### src/sv/xlms_pkg.sv
`timescale 1ns / 1ps
// ---------------------------------------------------------------------------
// xlms_pkg
// Shared widths, operation and status codes, and the result record of the
// multi-rail stack core.
// ---------------------------------------------------------------------------
package xlms_pkg;

	// Port field widths
	localparam int MODE_W  = 2;
	localparam int RAIL_W  = 3;
	localparam int LABEL_W = 32;

	// Defaults for the top-level parameters
	localparam int XLMS_RAIL_COUNT = 8;
	localparam int XLMS_POOL_NODES = 1024;
	localparam int XLMS_LABEL_BITS = 32;

	typedef enum logic [MODE_W-1:0] {
		MODE_PUSH    = 2'd0,
		MODE_POP     = 2'd1,
		MODE_MIGRATE = 2'd2
	} mode_t;

	typedef enum logic [1:0] {
		ST_OK    = 2'd0,
		ST_EMPTY = 2'd1,
		ST_FULL  = 2'd2
	} status_t;

	typedef struct packed {
		logic [LABEL_W-1:0] label;
		status_t            status;
	} res_t;

endpackage

### src/sv/xlms_out_reg.sv
`timescale 1ns / 1ps
// ---------------------------------------------------------------------------
// xlms_out_reg
// Result holding register between the sequencer and the response channel.
// ---------------------------------------------------------------------------
module xlms_out_reg import xlms_pkg::*; (
	input  logic                      clk,
	input  logic                      arst_n,
	input  logic                      res_valid,
	input  res_t                      res,
	output logic                      res_ready,
	output logic                      rsp_valid,
	input  logic                      rsp_stall,
	output logic signed [LABEL_W-1:0] popped_label,
	output logic [1:0]                status
);

	logic valid_q;
	res_t data_q;

	assign res_ready = !valid_q || !rsp_stall;

	always_ff @(posedge clk or negedge arst_n) begin
		if (!arst_n) begin
			valid_q <= 1'b0;
		end else if (res_ready) begin
			valid_q <= res_valid;
		end
	end

	// Load only into a free or draining slot; hold while stalled
	always_ff @(posedge clk) begin
		if (res_valid && res_ready) begin
			data_q <= res;
		end
	end

	assign rsp_valid    = valid_q;
	assign popped_label = signed'(data_q.label);
	assign status       = data_q.status;

endmodule

### config.mk
export PLATFORM = sky130hd
export DESIGN_NAME = xlms_out_reg
export DESIGN_NICKNAME = d
export VERILOG_FILES = /design/src/sv/xlms_pkg.sv /design/src/sv/xlms_out_reg.sv
export SDC_FILE = /design/constraint.sdc
export NUM_CORES = 1
export LEC_CHECK = 0
export ABC_AREA = 1
export ABC_CLOCK_PERIOD_IN_PS = 3730
export BUFFER_PORTS_ARGS = -buffer_cell sky130_fd_sc_hd__buf_2
export CORE_ASPECT_RATIO = 0.8
export CORE_MARGIN = 1
export CORE_UTILIZATION = 39
export DETAILED_ROUTE_END_ITERATION = 12
export PLACE_DENSITY = 0.85
export SLEW_MARGIN = 0
export SYNTH_ARGS = -nofsm -noshare
export SYNTH_HDL_FRONTEND = slang
export SYNTH_SLANG_ARGS = --single-unit
### constraint.sdc
create_clock -name clk -period 3.73 [get_ports clk]
set_clock_uncertainty 0.1 [all_clocks]
set_input_delay 0.5595 -clock clk [delete_from_list [all_inputs] [get_ports clk]]
set_output_delay 0.5595 -clock clk [all_outputs]
set_load 0.005 [all_outputs]
=== After elaboration in Yosys (flattened, before gate mapping) ===
Cells that the tools add are included.
Widths: inputs -> output; s select.

* Reduce and logical (&&, ||, !) cells: 4

{| class="wikitable"
|+ Operator list
! operator !! number
|-
| $logic_not 1->1 || 2
|-
| $logic_and 1x1->1 || 1
|-
| $logic_or 1x1->1 || 1
|}

* Register bits: 35
* Input bits: 38
* Word-level logic and storage cells: 7

=== Depth between registers and ports, before layout ===
* Depth in word-level cells: 3
* Depth in mapped cells: 2
* Gate-level depth less buffers: 2

=== Least setup slack after synthesis ===
No wires, ideal clock.

* Kind: input port to flip-flop
* Start point: input res_valid
* End point: register data_q (netlist bit popped_label[0]), enable pin
* Setup time: 436 ps
* Arrival: 2,275 ps
* Required time: 3,194 ps
* Slack: 918 ps
* Stages on the path: 2
* Path buffers: 0
* Path through: inv_1 a21oi_1

* Cells in the longest elaborated chain, start to end: 1

{| class="wikitable"
|+ Ends and longest elaborated chain
! what !! RTL line !! text
|-
| start, declared || xlms_out_reg.sv:9 || <nowiki>input logic res_valid,</nowiki>
|-
| $logic_and 1x1->1 || xlms_out_reg.sv:33 || <nowiki>if (res_valid && res_ready) begin</nowiki>
|-
| end signal, assigned || xlms_out_reg.sv:34 || <nowiki>data_q <= res;</nowiki>
|-
| end, declared || xlms_out_reg.sv:19 || <nowiki>res_t data_q;</nowiki>
|}

No other way between the ends.
A chain may end at the register's enable or synchronous reset.

=== Worst setup path in the final report ===
* Start point: register valid_q, in the netlist rsp_valid
* End point: register data_q (netlist bit popped_label[10]), enable pin

* Cells in the longest elaborated chain, start to end: 3

{| class="wikitable"
|+ Ends and longest elaborated chain
! what !! RTL line !! text
|-
| start, declared || xlms_out_reg.sv:18 || <nowiki>logic valid_q;</nowiki>
|-
| start signal, assigned || xlms_out_reg.sv:27 || <nowiki>valid_q <= res_valid;</nowiki>
|-
| $logic_not 1->1 || xlms_out_reg.sv:21 || <nowiki>assign res_ready = !valid_q || !rsp_stall;</nowiki>
|-
| $logic_or 1x1->1 || xlms_out_reg.sv:21 ||
|-
| $logic_and 1x1->1 || xlms_out_reg.sv:33 ||
|}

No other way between the ends.

==> summary.md <==
| Metric | Value |
|---|---|
| Critical Path Source Type | register |
| Synthesis-stage register bit count | 35 |
| Worst path max stage delay | 0.80 ns |
| Cts repair resizes | 0 |
| Synth top area share | 96.11% |
| Final hold vios | 0 |
| Hold Crit Class | in -> reg |
| Final Max Tran Viols | 0 |
| CTS tree | built |
| Final WL | 1848 um |
| Worst path slowest cell | a21oi_4 |
| FF-to-FF End | popped_label[10] |
| First-pass GRT wire length | 2691 um |
| WL per Instance | 11.77 um |
| Number of global-route vias before repair | 648 |
| Syn Std Cell Area | 1062 sq um |
| Gate power share | 7.8% |
| Internal power | 0.5589 mW |
| RSZ-0062 raised after global routing | no |
| WHS | 0.3126 ns |
| Fraction of the cycle the final worst path needs | 45.80% |
| Die area | 2938 sq um |
| Vias per inst | 4.217 |
| EDFF count, synth | 34 |
| Status | completed |
| I/O pin count | 74 |
| Peak supply drop | 0.1885 mV |
| Die width | 60.35 um |
| Count of final setup violators | 0 |
| Worst r2r src | rsp_valid |
| CP Data Arrival Time | 1.54 ns |
| Min-delay src | res[23] |
| CP startpoint | rsp_valid |
| Root Buffer | clkbuf_4 |
| Nets | 158 |
| Non-filler cells in the finished layout | 157 |
| Async set-reset flop share out of synthesis | 2.857% |
| Worst hold path cell count | 1 |
| Design Power | 0.6938 mW |
| WP data required | 3.57 ns |
| Initial antenna violation count | 0 |
| MaxCap Viol Count | 0 |
| Register area | 1046 sq um |
| N_diodes | 0 |
| Final instance area | 1544 sq um |
| Lkg Pwr | 0.6681 nW |
| Post-route ant nets | 0 |
| Crit path kind | reg -> reg |
| Port-buffer cells | 73 |
| CTS Buf Count | 5 |
| Most common cell in the netlist | edfxtp_1 |
| Vias | 662 |
| Post-synth top cells | edfxtp_1, nand2_1, a21oi_1, dfrtp_1, inv_1 |
| Psw | 0.1350 mW |
| Worst Path Max Fanout | 34 |
| Largest cells by area after synthesis | edfxtp_1, dfrtp_1, nand2_1 |
| H-tree level count | 2 |
| DR pass1 iterations | 5 |
| Crit path max-delay family | compound AO/OA/AOI/OAI gates |
| CP cell instances | a21oi_4 |
| Placeable Area | 2522 sq um |
| Tightest Pin Transition | 0.9929 ns |
| Gpl congestion | 0.5799 |
| DR DRC count | 0 |
| Fmax achieved | 0.5854 GHz |
| Total gr overflow | 0 |
| Post-synthesis sequential area ratio | 98.47% |
| Sink Count | 35 |
| Reg2reg path depth | 1 |
| Dpl cell area | 1484 sq um |
| Area Growth Syn to Fin | 45.35% |
| Dpl cells | 148 |
| Register-to-register setup slack | 2.02 ns |
| Clock share of power | 25.6% |
| PwrDens | 449.4 nW/um^2 |
| Switching Share | 19.46% |
| DIE HEIGHT | 48.68 um |
| Syn_area_per_cell | 27.24 sq um |
| Area of the multi-input gates | 23.77 sq um |
| Hold endpoint | popped_label[21] |
| Slew margin rel. | 33.66% |
| Fin crit period | 1.708 ns |
| Worst path bufs/invs | 0 |
| Part of the power in registers | 66.6% |
| Post-route setup TNS | 0 ns |
| # hold bufs at CTS | 1 |
| # fillers | 198 |
| Layout cells sized above 1 | 66.12% |
| Count of different cell masters after synthesis | 5 |
| Starting Density | 42.11% |
| CTS max path bufs | 2 |
| Largest net degree at the start of global routing | 35 |
| Clock-pin slew on the worst setup and hold paths | 0.09 ns |
| Synthesis warning total | 0 |
| Synth Flop Type | edfxtp_1 |
| Postcts setup bufs | 0 |
| Initial DRC Count | 12 |
| Syn nets | 77 |
| Gr usage total | 14.19% |
| Syn Inst Count | 39 |
| Synth area leader | edfxtp_1 |
| Crit end category | register |
| Clock Latency Late Sink | 0.31 ns |
| Row count | 16 |
## flip-flops by register name, indices dropped and copies added (netlist names)
| register | cells |
|---|---|
| popped_label | 32 |
| status | 2 |
| rsp_valid | 1 |
## metal layers
layer | wire, um | GRT usage, %
met3 | 192 | 8.556
met1 | 604 | 10.52
met4 | 24 | 10.47
met2 | 1027 | 24.73
met5 | 0 | 0
## cells in the final DEF, fill, tap and decap left out
master	instances
a21oi_4	1
buf_2	73
clkbuf_1	2
clkbuf_4	5
clkinv_2	1
dfrtp_1	1
dlygate4sd3_1	1
edfxtp_1	34
inv_1	1
nand2_1	2
## cell families after synthesis
group / Yosys count / synth area share (%)
buffers and inverters: 1 / 0.3530
and+or+nand+nor: 2 / 0.7070
DFF: 35 / 98.47
AOI/OAI and AO/OA: 1 / 0.4707
## power by group through the flow
stage / sequential, mW / clock, mW / combinational (mW)
6_report: 0.462 / 0.178 / 0.0540
5_1_grt: 0.465 / 0.201 / 0.0604
4_1_cts: 0.463 / 0.189 / 0.0550
3_5_place_dp: 0.472 / 0 / 0.0540
3_3_place_gp: 0.471 / 0 / 0.0522
2_1_floorplan: 0.476 / 0 / 0.00803
## final cells by class
class                           instances  area share (%)
Sequential cell                        35           67.75
Timing Repair Buffer                   74           24.31
Clock buffer                            7           2.917
Tap cell                               36           2.917
Multi-Input combinational cell          3           1.540
Clock inverter                          1          0.3241
Inverter                                1          0.2431
## metrics by stage
| step | setup WS [ns] | util [%] |
|---|---|---|
| finish | 2.022 | 61.21 |
| global placement | 1.807 | 58.83 |
| floorplan | 0.9181 | - |
| detailed placement | 1.747 | 58.83 |
| global route | 1.918 | 61.21 |
| CTS | 1.990 | 61.21 |
## how the worst max path moves through the flow
stage                        to  depth (start not counted)
3_5_place_dp          status[1]                          2
5_1_grt        popped_label[10]                          1
2_1_floorplan   popped_label[0]                          2
4_1_cts        popped_label[23]                          1
6_report       popped_label[10]                          1
3_3_place_gp    popped_label[4]                          2
Power figures use the tool's default switching activity.
